### config.mk
export PLATFORM = sky130hd
export DESIGN_NAME = polygon_circle_region_centroid
export DESIGN_NICKNAME = d
export VERILOG_FILES = /design/src/rtl/pcrc_pkg.sv /design/src/rtl/pcrc_div.sv /design/src/rtl/pcrc_front.sv /design/src/rtl/pcrc_fifo.sv /design/src/rtl/pcrc_back.sv /design/src/rtl/polygon_circle_region_centroid.sv
export VERILOG_INCLUDE_DIRS = /design/src /design/src/rtl
export SDC_FILE = /design/constraint.sdc
export NUM_CORES = 2
export LEC_CHECK = 0
export ABC_AREA = 1
export BUFFER_PORTS_ARGS = -buffer_cell sky130_fd_sc_hd__buf_2
export CAP_MARGIN = 10
export CORE_MARGIN = 1.5
export CORE_UTILIZATION = 40
export DETAILED_ROUTE_END_ITERATION = 16
export GPL_TIMING_DRIVEN = 0
export PLACE_DENSITY = 0.61
export REMOVE_ABC_BUFFERS = 1
export SYNTH_ARGS = -nofsm -noshare
export SYNTH_HDL_FRONTEND = slang
export SYNTH_SLANG_ARGS = --single-unit
### constraint.sdc
create_clock -name clk -period 13.2 [get_ports clk]
set_input_delay 0.66 -clock clk [delete_from_list [all_inputs] [get_ports clk]]
set_output_delay 0.66 -clock clk [all_outputs]
set_load 0.02 [all_outputs]
### src/rtl/assert_macros.svh
// ----------------------------------------------------------------------------
// Assertion macros
// Shared concurrent assertion forms, sampled on clk and held off in reset.
// ----------------------------------------------------------------------------
`ifndef ASSERT_MACROS_SVH
`define ASSERT_MACROS_SVH

// property must hold at every edge out of reset
`define PCRC_ASSERT(lbl, prop, msg) \
  lbl: assert property (@(posedge clk) disable iff (!rst_n) prop) \
    else $error(msg);

// cons must hold at the edge after ante
`define PCRC_ASSERT_NEXT(lbl, ante, cons, msg) \
  lbl: assert property (@(posedge clk) disable iff (!rst_n) (ante) |=> (cons)) \
    else $error(msg);

`endif

### src/rtl/pcrc_pkg.sv
// ----------------------------------------------------------------------------
// pcrc_pkg
// Types, widths and register codes of the region centroid block.
// ----------------------------------------------------------------------------
`default_nettype none

package pcrc_pkg;

  localparam int COORD_W   = 8;
  localparam int SUM_W     = 24;
  localparam int CNT_W     = 17;
  localparam int NUM_VERTS = 4;
  localparam int CFG_IDX_W = 4;
  localparam int DIFF_W    = 10;
  localparam int PROD_W    = 20;

  localparam int RASTER_SIZE_DEF   = 240;
  localparam int CIRCLE_CENTER_DEF = 120;
  localparam int INNER_RADIUS_DEF  = 112;
  localparam int FIFO_DEPTH_DEF    = 4;

  typedef logic [COORD_W-1:0]       coord_t;
  typedef logic [SUM_W-1:0]         sum_t;
  typedef logic [CNT_W-1:0]         cnt_t;
  typedef logic [CFG_IDX_W-1:0]     cfg_idx_t;
  typedef logic signed [DIFF_W-1:0] diff_t;
  typedef logic signed [PROD_W-1:0] prod_t;
  typedef logic [PROD_W-1:0]        mag_t;

  localparam cfg_idx_t CFG_VERT0_X = 4'd0;
  localparam cfg_idx_t CFG_VERT0_Y = 4'd1;
  localparam cfg_idx_t CFG_VERT1_X = 4'd2;
  localparam cfg_idx_t CFG_VERT1_Y = 4'd3;
  localparam cfg_idx_t CFG_VERT2_X = 4'd4;
  localparam cfg_idx_t CFG_VERT2_Y = 4'd5;
  localparam cfg_idx_t CFG_VERT3_X = 4'd6;
  localparam cfg_idx_t CFG_VERT3_Y = 4'd7;

  localparam coord_t BOX_MIN_EMPTY = '0;

  // classified pixel, as queued between front and back
  typedef struct packed {
    coord_t x;
    coord_t y;
    logic   hit;
    logic   last;
  } pix_item_t;

endpackage

`default_nettype wire

### src/rtl/pcrc_div.sv
// ----------------------------------------------------------------------------
// pcrc_div
// Restoring divider, one quotient bit per cycle.
// ----------------------------------------------------------------------------
`default_nettype none

module pcrc_div #(
  parameter int NUM_W = pcrc_pkg::SUM_W,
  parameter int DEN_W = pcrc_pkg::CNT_W
) (
  input  wire logic             clk,
  input  wire logic             rst_n,
  input  wire logic             start,
  input  wire logic [NUM_W-1:0] num,
  input  wire logic [DEN_W-1:0] den,
  output logic                  done,
  output logic [NUM_W-1:0]      quot
);

  localparam int STEP_W = $clog2(NUM_W);
  typedef logic [STEP_W-1:0] step_t;
  localparam step_t LAST_STEP = step_t'(NUM_W - 1);

  logic             run_r;
  step_t            step_r;
  logic [NUM_W-1:0] num_r;
  logic [DEN_W-1:0] rem_r;
  logic [DEN_W-1:0] den_r;

  logic [DEN_W:0]   trial;
  logic [DEN_W:0]   diff;
  logic             ge;
  logic [DEN_W-1:0] rem_step;

  assign trial    = {rem_r, num_r[NUM_W-1]};
  assign diff     = trial - {1'b0, den_r};
  assign ge       = trial >= {1'b0, den_r};
  assign rem_step = ge ? diff[DEN_W-1:0] : trial[DEN_W-1:0];
  assign quot     = {num_r[NUM_W-2:0], ge};
  assign done     = run_r && (step_r == LAST_STEP);

  always_ff @(posedge clk) begin
    if (!rst_n) begin
      run_r  <= 1'b0;
      step_r <= '0;
    end else if (start) begin
      run_r  <= 1'b1;
      step_r <= '0;
    end else if (done) begin
      run_r  <= 1'b0;
    end else if (run_r) begin
      step_r <= step_r + 1'b1;
    end
  end

  always_ff @(posedge clk) begin
    if (start) begin
      num_r <= num;
      den_r <= den;
      rem_r <= '0;
    end else if (run_r) begin
      num_r <= quot;
      rem_r <= rem_step;
    end
  end

endmodule

`default_nettype wire

### src/rtl/pcrc_front.sv
// ----------------------------------------------------------------------------
// pcrc_front
// Pixel intake: circle and crossing-number polygon test, products registered.
// ----------------------------------------------------------------------------
`default_nettype none

module pcrc_front #(
  parameter int CIRCLE_CENTER = pcrc_pkg::CIRCLE_CENTER_DEF,
  parameter int INNER_RADIUS  = pcrc_pkg::INNER_RADIUS_DEF,
  parameter int FIFO_DEPTH    = pcrc_pkg::FIFO_DEPTH_DEF
) (
  input  wire logic                          clk,
  input  wire logic                          rst_n,
  input  wire logic                          start,
  output logic                               busy,
  input  wire pcrc_pkg::coord_t              in_pix_x,
  input  wire pcrc_pkg::coord_t              in_pix_y,
  input  wire logic                          in_last_pixel,
  input  wire logic                          cfg_valid,
  output logic                               cfg_ready,
  input  wire pcrc_pkg::cfg_idx_t            cfg_index,
  input  wire pcrc_pkg::coord_t              cfg_data,
  input  wire logic [$clog2(FIFO_DEPTH+1)-1:0] fifo_level,
  output logic                               push,
  output pcrc_pkg::pix_item_t                push_item
);

  localparam int NV    = pcrc_pkg::NUM_VERTS;
  localparam int LVL_W = $clog2(FIFO_DEPTH + 1);
  typedef logic [LVL_W:0] room_t;
  localparam room_t          DEPTH_ROOM = room_t'(FIFO_DEPTH);
  localparam pcrc_pkg::diff_t CENTER    = pcrc_pkg::diff_t'(CIRCLE_CENTER);
  localparam pcrc_pkg::mag_t  R_SQ      = pcrc_pkg::mag_t'(INNER_RADIUS * INNER_RADIUS);

  pcrc_pkg::coord_t vx_r [NV];
  pcrc_pkg::coord_t vy_r [NV];

  logic             accept;
  pcrc_pkg::diff_t  dx_c;
  pcrc_pkg::diff_t  dy_c;
  pcrc_pkg::prod_t  sqx_c;
  pcrc_pkg::prod_t  sqy_c;
  logic [NV-1:0]    above_c;
  logic [NV-1:0]    cross_c;
  logic [NV-1:0]    denpos_c;
  pcrc_pkg::prod_t  lhs_c [NV];
  pcrc_pkg::prod_t  rhs_c [NV];

  logic             b_vld_r;
  pcrc_pkg::coord_t b_x_r;
  pcrc_pkg::coord_t b_y_r;
  logic             b_last_r;
  logic [pcrc_pkg::PROD_W-2:0] b_sqx_r;
  logic [pcrc_pkg::PROD_W-2:0] b_sqy_r;
  logic [NV-1:0]    b_cross_r;
  logic [NV-1:0]    b_denpos_r;
  pcrc_pkg::prod_t  b_lhs_r [NV];
  pcrc_pkg::prod_t  b_rhs_r [NV];

  logic [NV-1:0]    left_c;
  pcrc_pkg::mag_t   circ_sum;
  logic             hit_c;

  assign cfg_ready = 1'b1;
  assign busy      = ({1'b0, fifo_level} + room_t'(b_vld_r)) >= DEPTH_ROOM;
  assign accept    = start && !busy;

  always_ff @(posedge clk) begin
    if (!rst_n) begin
      for (int k = 0; k < NV; k++) begin
        vx_r[k] <= '0;
        vy_r[k] <= '0;
      end
    end else if (cfg_valid) begin
      case (cfg_index)
        pcrc_pkg::CFG_VERT0_X: vx_r[0] <= cfg_data;
        pcrc_pkg::CFG_VERT0_Y: vy_r[0] <= cfg_data;
        pcrc_pkg::CFG_VERT1_X: vx_r[1] <= cfg_data;
        pcrc_pkg::CFG_VERT1_Y: vy_r[1] <= cfg_data;
        pcrc_pkg::CFG_VERT2_X: vx_r[2] <= cfg_data;
        pcrc_pkg::CFG_VERT2_Y: vy_r[2] <= cfg_data;
        pcrc_pkg::CFG_VERT3_X: vx_r[3] <= cfg_data;
        pcrc_pkg::CFG_VERT3_Y: vy_r[3] <= cfg_data;
        default: ;
      endcase
    end
  end

  // stage one: differences and products
  assign dx_c  = pcrc_pkg::diff_t'({2'b00, in_pix_x}) - CENTER;
  assign dy_c  = pcrc_pkg::diff_t'({2'b00, in_pix_y}) - CENTER;
  assign sqx_c = pcrc_pkg::prod_t'(dx_c) * pcrc_pkg::prod_t'(dx_c);
  assign sqy_c = pcrc_pkg::prod_t'(dy_c) * pcrc_pkg::prod_t'(dy_c);

  for (genvar i = 0; i < NV; i++) begin : g_edge
    localparam int J = (i == 0) ? NV - 1 : i - 1;
    pcrc_pkg::diff_t den;
    pcrc_pkg::diff_t rel_x;
    pcrc_pkg::diff_t rel_y;
    pcrc_pkg::diff_t run_x;
    assign above_c[i]  = vy_r[i] > in_pix_y;
    assign cross_c[i]  = above_c[i] != above_c[J];
    assign den         = pcrc_pkg::diff_t'({2'b00, vy_r[J]}) -
                         pcrc_pkg::diff_t'({2'b00, vy_r[i]});
    assign rel_x       = pcrc_pkg::diff_t'({2'b00, in_pix_x}) -
                         pcrc_pkg::diff_t'({2'b00, vx_r[i]});
    assign rel_y       = pcrc_pkg::diff_t'({2'b00, in_pix_y}) -
                         pcrc_pkg::diff_t'({2'b00, vy_r[i]});
    assign run_x       = pcrc_pkg::diff_t'({2'b00, vx_r[J]}) -
                         pcrc_pkg::diff_t'({2'b00, vx_r[i]});
    assign denpos_c[i] = den > 0;
    assign lhs_c[i]    = pcrc_pkg::prod_t'(rel_x) * pcrc_pkg::prod_t'(den);
    assign rhs_c[i]    = pcrc_pkg::prod_t'(run_x) * pcrc_pkg::prod_t'(rel_y);
    assign left_c[i]   = b_denpos_r[i] ? (b_lhs_r[i] < b_rhs_r[i])
                                       : (b_lhs_r[i] > b_rhs_r[i]);
  end

  always_ff @(posedge clk) begin
    if (!rst_n) begin
      b_vld_r <= 1'b0;
    end else begin
      b_vld_r <= accept;
    end
  end

  always_ff @(posedge clk) begin
    if (accept) begin
      b_x_r      <= in_pix_x;
      b_y_r      <= in_pix_y;
      b_last_r   <= in_last_pixel;
      b_sqx_r    <= sqx_c[pcrc_pkg::PROD_W-2:0];
      b_sqy_r    <= sqy_c[pcrc_pkg::PROD_W-2:0];
      b_cross_r  <= cross_c;
      b_denpos_r <= denpos_c;
      for (int k = 0; k < NV; k++) begin
        b_lhs_r[k] <= lhs_c[k];
        b_rhs_r[k] <= rhs_c[k];
      end
    end
  end

  // stage two: compares, odd crossing count means inside
  assign circ_sum = {1'b0, b_sqx_r} + {1'b0, b_sqy_r};
  assign hit_c    = (circ_sum <= R_SQ) && (^(b_cross_r & left_c));

  assign push           = b_vld_r && (hit_c || b_last_r);
  assign push_item.x    = b_x_r;
  assign push_item.y    = b_y_r;
  assign push_item.hit  = hit_c;
  assign push_item.last = b_last_r;

endmodule

`default_nettype wire

### src/rtl/pcrc_fifo.sv
// ----------------------------------------------------------------------------
// pcrc_fifo
// Short queue of classified pixels between front and back.
// ----------------------------------------------------------------------------
`default_nettype none
`include "assert_macros.svh"

module pcrc_fifo #(
  parameter int DEPTH = pcrc_pkg::FIFO_DEPTH_DEF
) (
  input  wire logic                       clk,
  input  wire logic                       rst_n,
  input  wire logic                       push,
  input  wire pcrc_pkg::pix_item_t        push_item,
  input  wire logic                       pop,
  output pcrc_pkg::pix_item_t             head_item,
  output logic                            not_empty,
  output logic [$clog2(DEPTH+1)-1:0]      level
);

  localparam int PTR_W = (DEPTH > 1) ? $clog2(DEPTH) : 1;
  localparam int LVL_W = $clog2(DEPTH + 1);
  typedef logic [PTR_W-1:0] ptr_t;
  typedef logic [LVL_W-1:0] lvl_t;
  localparam ptr_t LAST_PTR = ptr_t'(DEPTH - 1);
  localparam lvl_t FULL_LVL = lvl_t'(DEPTH);

  pcrc_pkg::pix_item_t mem_r [DEPTH];
  ptr_t wr_ptr_r;
  ptr_t rd_ptr_r;
  lvl_t level_r;

  assign head_item = mem_r[rd_ptr_r];
  assign not_empty = level_r != '0;
  assign level     = level_r;

  always_ff @(posedge clk) begin
    if (push) begin
      mem_r[wr_ptr_r] <= push_item;
    end
  end

  always_ff @(posedge clk) begin
    if (!rst_n) begin
      wr_ptr_r <= '0;
      rd_ptr_r <= '0;
      level_r  <= '0;
    end else begin
      if (push) begin
        wr_ptr_r <= (wr_ptr_r == LAST_PTR) ? '0 : wr_ptr_r + 1'b1;
      end
      if (pop) begin
        rd_ptr_r <= (rd_ptr_r == LAST_PTR) ? '0 : rd_ptr_r + 1'b1;
      end
      case ({push, pop})
        2'b10:   level_r <= level_r + 1'b1;
        2'b01:   level_r <= level_r - 1'b1;
        default: level_r <= level_r;
      endcase
    end
  end

  `PCRC_ASSERT(a_no_overflow, (level_r == FULL_LVL) |-> !push, "push into full queue")
  `PCRC_ASSERT(a_no_underflow, (level_r == '0) |-> !pop, "pop from empty queue")

endmodule

`default_nettype wire

### src/rtl/pcrc_back.sv
// ----------------------------------------------------------------------------
// pcrc_back
// Accumulates sums, count, box; on the last pixel divides if any hit, reports.
// ----------------------------------------------------------------------------
`default_nettype none
`include "assert_macros.svh"

module pcrc_back #(
  parameter int RASTER_SIZE   = pcrc_pkg::RASTER_SIZE_DEF,
  parameter int CIRCLE_CENTER = pcrc_pkg::CIRCLE_CENTER_DEF
) (
  input  wire logic                clk,
  input  wire logic                rst_n,
  input  wire logic                q_not_empty,
  input  wire pcrc_pkg::pix_item_t q_item,
  output logic                     q_pop,
  output logic                     out_strobe,
  output pcrc_pkg::coord_t         out_cent_x,
  output pcrc_pkg::coord_t         out_cent_y,
  output pcrc_pkg::coord_t         out_box_min_x,
  output pcrc_pkg::coord_t         out_box_min_y,
  output pcrc_pkg::coord_t         out_box_max_x,
  output pcrc_pkg::coord_t         out_box_max_y,
  output logic                     out_region_empty
);

  localparam logic ST_RUN = 1'b0;
  localparam logic ST_DIV = 1'b1;
  localparam pcrc_pkg::coord_t DEF_CENT = pcrc_pkg::coord_t'(CIRCLE_CENTER);
  localparam pcrc_pkg::coord_t DEF_MAX  = pcrc_pkg::coord_t'(RASTER_SIZE - 1);

  function automatic pcrc_pkg::coord_t sat8(pcrc_pkg::sum_t q);
    return (|q[pcrc_pkg::SUM_W-1:pcrc_pkg::COORD_W]) ? '1 : q[pcrc_pkg::COORD_W-1:0];
  endfunction

  logic             state_r;
  logic             out_strobe_r;
  pcrc_pkg::sum_t   sum_col_r, sum_col_nxt;
  pcrc_pkg::sum_t   sum_row_r, sum_row_nxt;
  pcrc_pkg::cnt_t   cnt_r, cnt_nxt;
  pcrc_pkg::coord_t low_col_r, low_col_nxt;
  pcrc_pkg::coord_t low_row_r, low_row_nxt;
  pcrc_pkg::coord_t high_col_r, high_col_nxt;
  pcrc_pkg::coord_t high_row_r, high_row_nxt;

  pcrc_pkg::coord_t cent_x_r, cent_y_r;
  pcrc_pkg::coord_t min_x_r, min_y_r, max_x_r, max_y_r;
  logic             empty_r;

  logic             hit;
  logic             fin;
  logic             fin_empty;
  logic             div_start;
  logic             div_x_done;
  logic             div_y_done;
  pcrc_pkg::sum_t   quot_x;
  pcrc_pkg::sum_t   quot_y;

  assign q_pop     = q_not_empty && (state_r == ST_RUN);
  assign hit       = q_pop && q_item.hit;
  assign fin       = q_pop && q_item.last;
  assign fin_empty = cnt_nxt == '0;
  assign div_start = fin && !fin_empty;

  always_comb begin
    sum_col_nxt  = sum_col_r;
    sum_row_nxt  = sum_row_r;
    cnt_nxt      = cnt_r;
    low_col_nxt  = low_col_r;
    low_row_nxt  = low_row_r;
    high_col_nxt = high_col_r;
    high_row_nxt = high_row_r;
    if (hit) begin
      sum_col_nxt = sum_col_r + pcrc_pkg::sum_t'(q_item.x);
      sum_row_nxt = sum_row_r + pcrc_pkg::sum_t'(q_item.y);
      cnt_nxt     = cnt_r + 1'b1;
      if (cnt_r == '0) begin
        low_col_nxt  = q_item.x;
        high_col_nxt = q_item.x;
        low_row_nxt  = q_item.y;
        high_row_nxt = q_item.y;
      end else begin
        if (q_item.x < low_col_r)  low_col_nxt  = q_item.x;
        if (q_item.x > high_col_r) high_col_nxt = q_item.x;
        if (q_item.y < low_row_r)  low_row_nxt  = q_item.y;
        if (q_item.y > high_row_r) high_row_nxt = q_item.y;
      end
    end
  end

  pcrc_div #(
    .NUM_W(pcrc_pkg::SUM_W),
    .DEN_W(pcrc_pkg::CNT_W)
  ) u_div_x (
    .clk  (clk),
    .rst_n(rst_n),
    .start(div_start),
    .num  (sum_col_nxt),
    .den  (cnt_nxt),
    .done (div_x_done),
    .quot (quot_x)
  );

  pcrc_div #(
    .NUM_W(pcrc_pkg::SUM_W),
    .DEN_W(pcrc_pkg::CNT_W)
  ) u_div_y (
    .clk  (clk),
    .rst_n(rst_n),
    .start(div_start),
    .num  (sum_row_nxt),
    .den  (cnt_nxt),
    .done (div_y_done),
    .quot (quot_y)
  );

  always_ff @(posedge clk) begin
    if (!rst_n) begin
      state_r      <= ST_RUN;
      out_strobe_r <= 1'b0;
      sum_col_r    <= '0;
      sum_row_r    <= '0;
      cnt_r        <= '0;
      low_col_r    <= '0;
      low_row_r    <= '0;
      high_col_r   <= '0;
      high_row_r   <= '0;
    end else begin
      case (state_r)
        ST_RUN: begin
          out_strobe_r <= fin && fin_empty;
          if (fin) begin
            sum_col_r  <= '0;
            sum_row_r  <= '0;
            cnt_r      <= '0;
            low_col_r  <= '0;
            low_row_r  <= '0;
            high_col_r <= '0;
            high_row_r <= '0;
            if (!fin_empty) begin
              state_r <= ST_DIV;
            end
          end else begin
            sum_col_r  <= sum_col_nxt;
            sum_row_r  <= sum_row_nxt;
            cnt_r      <= cnt_nxt;
            low_col_r  <= low_col_nxt;
            low_row_r  <= low_row_nxt;
            high_col_r <= high_col_nxt;
            high_row_r <= high_row_nxt;
          end
        end
        ST_DIV: begin
          out_strobe_r <= div_x_done;
          if (div_x_done) begin
            state_r <= ST_RUN;
          end
        end
        default: begin
          out_strobe_r <= 1'b0;
          state_r      <= ST_RUN;
        end
      endcase
    end
  end

  always_ff @(posedge clk) begin
    if (fin) begin
      empty_r <= fin_empty;
      if (fin_empty) begin
        cent_x_r <= DEF_CENT;
        cent_y_r <= DEF_CENT;
        min_x_r  <= pcrc_pkg::BOX_MIN_EMPTY;
        min_y_r  <= pcrc_pkg::BOX_MIN_EMPTY;
        max_x_r  <= DEF_MAX;
        max_y_r  <= DEF_MAX;
      end else begin
        min_x_r  <= low_col_nxt;
        min_y_r  <= low_row_nxt;
        max_x_r  <= high_col_nxt;
        max_y_r  <= high_row_nxt;
      end
    end
    if (div_x_done) begin
      cent_x_r <= sat8(quot_x);
      cent_y_r <= sat8(quot_y);
    end
  end

  assign out_strobe       = out_strobe_r;
  assign out_cent_x       = cent_x_r;
  assign out_cent_y       = cent_y_r;
  assign out_box_min_x    = min_x_r;
  assign out_box_min_y    = min_y_r;
  assign out_box_max_x    = max_x_r;
  assign out_box_max_y    = max_y_r;
  assign out_region_empty = empty_r;

  `PCRC_ASSERT(a_div_lockstep, div_x_done == div_y_done, "x and y dividers out of step")
  `PCRC_ASSERT(a_done_in_div, div_x_done |-> (state_r == ST_DIV), "divide ends outside DIV")
  `PCRC_ASSERT_NEXT(a_done_strobe, div_x_done, out_strobe_r && (state_r == ST_RUN),
    "divide end not reported")

endmodule

`default_nettype wire

### src/rtl/polygon_circle_region_centroid.sv
// ----------------------------------------------------------------------------
// polygon_circle_region_centroid
// Centroid and bounding box of raster pixels inside a circle and a polygon.
// ----------------------------------------------------------------------------
// Input beats: pix_x, pix_y, last_pixel, taken on an edge with start high and
// busy low. A steady scan is taken at one pixel per cycle; busy rises only
// while the frame-end divide runs and the queue in front of it has filled.
// Config: four polygon vertices over the cfg_ write channel (cfg_ready is
// always high); the user must write them while the block is idle, which the block itself does not enforce.
// Each pixel passes a registered classify pipeline; pixels that count, and
// the last pixel, go through a short queue to the accumulator.
// Result beat: out_strobe high for one cycle per last pixel. With no pixel
// counted the result is registered from the popped last pixel; otherwise
// two 24-step bit-serial dividers set it. While they run, the queue takes
// up to FIFO_DEPTH more counted or last pixels before busy holds off the next.
// The receiver cannot stall; every result beat is final when shown.
// Reset clears vertices, sums, count and box; no result is pending after it.
// ----------------------------------------------------------------------------
`default_nettype none

module polygon_circle_region_centroid #(
  parameter int RASTER_SIZE   = pcrc_pkg::RASTER_SIZE_DEF,
  parameter int CIRCLE_CENTER = pcrc_pkg::CIRCLE_CENTER_DEF,
  parameter int INNER_RADIUS  = pcrc_pkg::INNER_RADIUS_DEF,
  parameter int FIFO_DEPTH    = pcrc_pkg::FIFO_DEPTH_DEF
) (
  input  wire logic               clk,
  input  wire logic               rst_n,
  input  wire logic               start,
  output logic                    busy,
  input  wire pcrc_pkg::coord_t   in_pix_x,
  input  wire pcrc_pkg::coord_t   in_pix_y,
  input  wire logic               in_last_pixel,
  output logic                    out_strobe,
  output pcrc_pkg::coord_t        out_cent_x,
  output pcrc_pkg::coord_t        out_cent_y,
  output pcrc_pkg::coord_t        out_box_min_x,
  output pcrc_pkg::coord_t        out_box_min_y,
  output pcrc_pkg::coord_t        out_box_max_x,
  output pcrc_pkg::coord_t        out_box_max_y,
  output logic                    out_region_empty,
  input  wire logic               cfg_valid,
  output logic                    cfg_ready,
  input  wire pcrc_pkg::cfg_idx_t cfg_index,
  input  wire pcrc_pkg::coord_t   cfg_data
);

  localparam int LVL_W = $clog2(FIFO_DEPTH + 1);

  logic                push;
  pcrc_pkg::pix_item_t push_item;
  logic                pop;
  pcrc_pkg::pix_item_t head_item;
  logic                not_empty;
  logic [LVL_W-1:0]    level;

  pcrc_front #(
    .CIRCLE_CENTER(CIRCLE_CENTER),
    .INNER_RADIUS (INNER_RADIUS),
    .FIFO_DEPTH   (FIFO_DEPTH)
  ) u_front (
    .clk          (clk),
    .rst_n        (rst_n),
    .start        (start),
    .busy         (busy),
    .in_pix_x     (in_pix_x),
    .in_pix_y     (in_pix_y),
    .in_last_pixel(in_last_pixel),
    .cfg_valid    (cfg_valid),
    .cfg_ready    (cfg_ready),
    .cfg_index    (cfg_index),
    .cfg_data     (cfg_data),
    .fifo_level   (level),
    .push         (push),
    .push_item    (push_item)
  );

  pcrc_fifo #(
    .DEPTH(FIFO_DEPTH)
  ) u_fifo (
    .clk      (clk),
    .rst_n    (rst_n),
    .push     (push),
    .push_item(push_item),
    .pop      (pop),
    .head_item(head_item),
    .not_empty(not_empty),
    .level    (level)
  );

  pcrc_back #(
    .RASTER_SIZE  (RASTER_SIZE),
    .CIRCLE_CENTER(CIRCLE_CENTER)
  ) u_back (
    .clk             (clk),
    .rst_n           (rst_n),
    .q_not_empty     (not_empty),
    .q_item          (head_item),
    .q_pop           (pop),
    .out_strobe      (out_strobe),
    .out_cent_x      (out_cent_x),
    .out_cent_y      (out_cent_y),
    .out_box_min_x   (out_box_min_x),
    .out_box_min_y   (out_box_min_y),
    .out_box_max_x   (out_box_max_x),
    .out_box_max_y   (out_box_max_y),
    .out_region_empty(out_region_empty)
  );

endmodule

`default_nettype wire

# Word level (Yosys, flattened, before mapping)

Memory sizes are Yosys's and may differ from the RTL's. A register that Yosys moved wholly into a read port is not among the register bits.
Index checks and enable logic that the tools add are counted.

Bits in registers: 330
Latch bits: 0
Bits in writable memories: 296
ROM bits: 0
Bits of input ports: 33
Output and inout bits: 52
Word-level logic and storage cells: 264
Memories kept: 5

Memories:

| memory          | words | width | read ports | clocked after Yosys merged registers in | wr ports | RTL line         | text |
|---|---|---|---|---|---|---|---|
| u_front.b_lhs_r | 4     | 20    | 4          | 0                                       | 4        | pcrc_front.sv:57 | `pcrc_pkg::prod_t b_lhs_r [NV];` |
| u_front.b_rhs_r | 4     | 20    | 4          | 0                                       | 4        | pcrc_front.sv:58 | `pcrc_pkg::prod_t b_rhs_r [NV];` |
| u_fifo.mem_r    | 4     | 18    | 1          | 1                                       | 1        | pcrc_fifo.sv:28  | `pcrc_pkg::pix_item_t mem_r [DEPTH];` |
| u_front.vx_r    | 4     | 8     | 4          | 0                                       | 4        | pcrc_front.sv:35 | `pcrc_pkg::coord_t vx_r [NV];` |
| u_front.vy_r    | 4     | 8     | 4          | 0                                       | 4        | pcrc_front.sv:36 | `pcrc_pkg::coord_t vy_r [NV];` |

Add/sub/neg operators: 31
Multipliers: 10
Divide/modulo/power cells: 0
Magnitude comparators: 24
Equality and inequality tests: 17
Shift-type cells: 0
Mux-type cells: 97
Bitwise operators: 13
Reduce and logical (&&, ||, !) cells: 31

Operators by type and width:

| kind                  | count |
|---|---|
| $mux 8                | 30 |
| $mux 24               | 8 |
| $mul 9x9->18          | 10 |
| $sub 8x8->9           | 16 |
| $gt 20x20->1          | 4 |
| $lt 20x20->1          | 4 |
| $mux 17               | 4 |
| $add 24x8->24         | 2 |
| $gt 8x8->1            | 6 |
| $mux 1                | 48 |
| $ge 18x17->1          | 2 |
| $gt 9x1->1 const B    | 4 |
| $logic_not 17->1      | 2 |
| $sub 17x17->17        | 2 |
| $reduce_or 16->1      | 2 |
| $add 19x19->20        | 1 |
| $le 20x14->1 const B  | 1 |
| $sub 8x7->9 const B   | 2 |
| $add 17x1->17 const B | 1 |
| $eq 4x3->1 const B    | 4 |
| $lt 8x8->1            | 2 |
| $reduce_bool 2->1     | 7 |
| $add 5x1->5 const B   | 2 |
| $eq 5x5->1 const B    | 2 |
| 24 further kinds      | 57 |

# Logic depth before layout (Yosys ltp)

An unclocked memory read counts as a cell.

Depth after elaboration: 10
Gate-level depth with buffers: 40
Gate-level depth less buffers: 40

# Modules after synthesis

A second synthesis with hierarchy kept.

Cell total of the unflattened synthesis: 7568
Area total of the unflattened synthesis: 64845.9 um^2

Modules (own cells, without submodules):

| module     | instances | cells each | area each (um^2) | seq. area each (um^2) |
|---|---|---|---|---|
| pcrc_front | 1         | 5112       | 45319.7          | 7977.7 |
| pcrc_back  | 1         | 1175       | 8448.1           | 3453.3 |
| pcrc_div   | 2         | 524        | 3957.5           | 1691.6 |
| pcrc_fifo  | 1         | 233        | 3163.0           | 2342.2 |

# Least setup slack after synthesis

Ideal clock, no wire load.

Kind: in2reg
Start: in start
End: reg u_front.b_cross_r[0] (enable)
Setup time: 767 ps
Data arrival time: 8976 ps
Data required time: 12433 ps
Path slack: 3458 ps
Cell stages on the path: 2
Path buffers: 0
Path through: inv_1 nor2_1

Word-level cells in the longest chain between the ends: 1

RTL lines:

| element                  | RTL line                             | text |
|---|---|---|
| start, declared          | polygon_circle_region_centroid.sv:29 | `input wire logic start,` |
| $logic_and 1x1->1        | pcrc_front.sv:66                     | `assign accept = start && !busy;` |
| named net u_front.accept | pcrc_front.sv:38                     | `logic accept;` |
| end signal, assigned     | pcrc_front.sv:133                    | `b_cross_r <= cross_c;` |
| end, declared            | pcrc_front.sv:55                     | `logic [NV-1:0] b_cross_r;` |

The timed path passes the listed nets, and every way through them passes these cells.
A chain may end at the register's enable or synchronous reset.

==> results.md <==
* Status: finished clean
* Register area share after synthesis at 27.0%
* Max-slew violations at 0
* Min cycle time layout at 8.48 ns
* Clock Tree Root: clkbuf_16
* Final period util at approximately 64%
* Worst R2R Path Depth at 33
* GRT Total Usage at 18.5%
* Mapped Area at approximately 62000 um2
* Worst R2R End: u_front.b_lhs_r[1][18]
* CTS buffer count at just over 70
* Post-synthesis xor/xnor area fraction at under 10%
* Final Hold Viols at 0
* TritonRoute pass-1 iters at 6
* Critical path fanouts, max at 12
* Hold endpoint: u_front.b_last_r
* Maxcap violations at 0
* Min-delay worst type: input port to register
* Total Routed Length at roughly 140 mm
* Normalized max-slew margin at approximately 20%
* # Post-CTS Setup Buffers at 0
* Final cell count without fillers at 9034
* Fraction of registers with async set or reset after synthesis at 0%
* Worst Path Arrival at slightly below 9 ns
* IO Count at 85
* Max Freq at roughly 120 MHz
* FF+latch count, synth at 606
* Synth top area share at between 20% and 30%
* Grt ovf at 0
* Tightest Pin Transition at approximately 1.2 ns
* Top cell by count, worst path: fa_1
* Adder-cell share of the synthesized area at ~37%
* CP startpoint kind: input port
* HP Start: in_last_pixel
* Fin nets at 8379
* Synth area leaders: fa_1 (23%), edfxtp_1 (22%), ha_1 (14%)
* Post-synth EDFFs at ~450
* Initial DRC count at roughly 2600
* Initial core utilization at roughly two fifths
* Fill cells at around 15000
* CTS max path bufs at 3
* DRC at 0
* H-tree depth at 3
* Post-route antenna net violation count at 0
* Fin Clk Skew at 0.0593 ns
* Die area at 156000 um2
* Final setup fails at 0
* Setup crit end kind: register
* Average wire per standard cell at roughly 16 um
* Flop2flop setup slack at 5.27 ns
* Pin count of the biggest net entering global routing at a little over 90
* Yosys top cell by area: fa_1
* CP peak stage delay at between 0.8 and 0.9 ns
* CP Class: input port to register
* Vias per cell at 4.90
* DP Cell Count at ~9000
* Netlist cell types at between 60 and 70
* Chip height at 395 um
* Final worst slack at 4.72 ns
* Core area at 152000 um2
* RSZ-0062 raised after global routing: false
* R2r startpoint: u_front.vy_r[1][1]
* Mux cell area share after synthesis at less than 1%
* Synth Area in Simple Gates at around 15%
* PortBufs at 83
* FF/Latch Area at approximately 17000 um2
* Final Util at between 40% and 50%
* First-pass GRT wire length at ~230 mm
* Post-synthesis compound-gate area fraction at approximately 6.6%
* CTS tree: built
* Most frequent cell after synthesis: inv_1
* Total clock sinks at roughly 610
* Synth cell count leaders: inv_1 (1444), nand2_1 (1125), fa_1 (706)
* Most used DFF post-synth: edfxtp_1
* Syn Area/Cell at 8.97 um2
* CP Data Required Time at 13.63 ns
* Multi-input logic area at 39000 um2
* Rows at roughly 140
* Hold_ws at between 0.2 and 0.25 ns
* Initial antenna violation count at 7
* Yosys warning total at 0
* Hold Crit Depth at 1
* DP HPWL at ~110 mm
* Place WS at 3.96 ns
* Area grow syn2layout at 8.66%
* Die Width at slightly below 400 um
* GPL Wtd Cong at 0.877
* Critical path's slowest cell: clkinv_1
* Via count at between 40000 and 50000
* Worst-path clk slew at about 0.06 ns
* CTS Hold Buffers Added at 0
* Syn Inst Count at slightly below 7000
* Worst-Skew Late Latency at roughly 0.7 ns
* Post-CTS Resized at 0
* Share of cells above drive strength 1 at between 4 and 5%
* Vias in the first global route at about 45000
* Largest family of logic cells by synthesized area: adder cells
==> layout make-up <==
cell class                 count  share of cell area (%)
multi-input combinational   4703                    58.3
sequential                   606                    24.9
inverter                    1464                    8.23
tap                         2030                    3.80
clock buffer                  87                    2.79
timing repair buffer          99                    1.11
clock inverter                44                   0.845
antenna                        1                 0.00374
==> layout by cell type, fill, tap and decap left out, types with 7 or more instances in the layout <==
cell type   Yosys  final
a21o_1         16     16
a21oi_1       386    386
a31oi_1         9      9
a32oi_1        14     14
and2_1         23     23
buf_2           9     83
clkbuf_1       68     14
clkbuf_16       0     72
clkinv_1       14     19
clkinv_2        0     10
clkinvlp_4      0      7
dfxtp_1       155    155
edfxtp_1      451    451
fa_1          706    706
ha_1          694    694
inv_1        1444   1443
nand2_1      1125   1125
nand3_1       117    117
nand3b_1       10     10
nand4_1        36     36
nor2_1        696    691
nor3_1        108    108
nor4_1         18     18
o211ai_1       14     14
o21a_1          7      7
o21ai_0       185    185
o21ai_1        40     40
o21bai_1       33     33
or2_2          64     64
xnor2_1       121    121
xor2_1        216    216
==> through the flow <==
step | area, um2 | setup TNS [ns]
6_report | 66900 | 0
5_1_grt | 66900 | 0
4_1_cts | 66900 | 0
3_5_place_dp | 64500 | 0
3_3_place_gp | 64100 | -362.85
2_1_floorplan | 61200 | 0
==> sequential cells by signal, summed over array words and instances, names as in the netlist, 17 cells and up, named ones only <==
register and cells:
u_back.cnt_r 17, u_back.sum_col_r 24, u_back.sum_row_r 24, u_back.u_div_x.den_r 17, u_back.u_div_x.num_r 24, u_back.u_div_x.rem_r 17
u_back.u_div_y.num_r 24, u_back.u_div_y.rem_r 17, u_fifo.mem_r 72, u_front.b_lhs_r 72, u_front.b_rhs_r 72, u_front.b_sqx_r 17
u_front.b_sqy_r 17, u_front.vx_r 32, u_front.vy_r 32
==> critical path: cells and delay by family <==
family / cells / cell delay (ns)
compound gates: 6 / 1.26
buf+inv: 7 / 1.88
xor+xnor: 1 / 0.08
fa+ha+maj: 7 / 3.40
simple gates: 11 / 1.61
==> routing by layer <==
metal  vias to the layer above  global-route usage, %  share of wire (%)
li1                      21800                      -                  -
met1                     21500                   24.8                 45
met2                       864                   30.9                 47
met3                       206                   2.64                4.9
met4                         2                   5.45                3.0
met5                         -                      0             0.0092
==> cell families (layout without fill, tap and decap cells) <==
kind of cell / after synthesis / after routing
simple gates: 2215 / 2215
buf+inv: 1552 / 1694
fa+ha+maj: 1400 / 1400
compound gates: 742 / 742
flops: 606 / 606
xor+xnor: 339 / 339
mux: 6 / 6
other cells: 1 / 2
==> worst max path at each step <==
stage	endpoint	depth (start not counted)	slack [ns]	start
finish	u_front.b_lhs_r[0][18]	32	4.72	in_pix_x[1]
global route	u_front.b_lhs_r[0][18]	32	4.15	in_pix_x[1]
CTS	u_front.b_lhs_r[0][18]	32	4.68	in_pix_x[1]
detailed placement	u_front.b_lhs_r[0][18]	32	3.96	in_pix_x[1]
global placement	u_front.b_rhs_r[0][7]	3	-1.85	start
floorplan	u_front.b_cross_r[0]	2	3.46	start
Power is left out: the tool's default activity adds up to more than one toggle a clock period on the data nets, which glitch-free logic cannot reach.
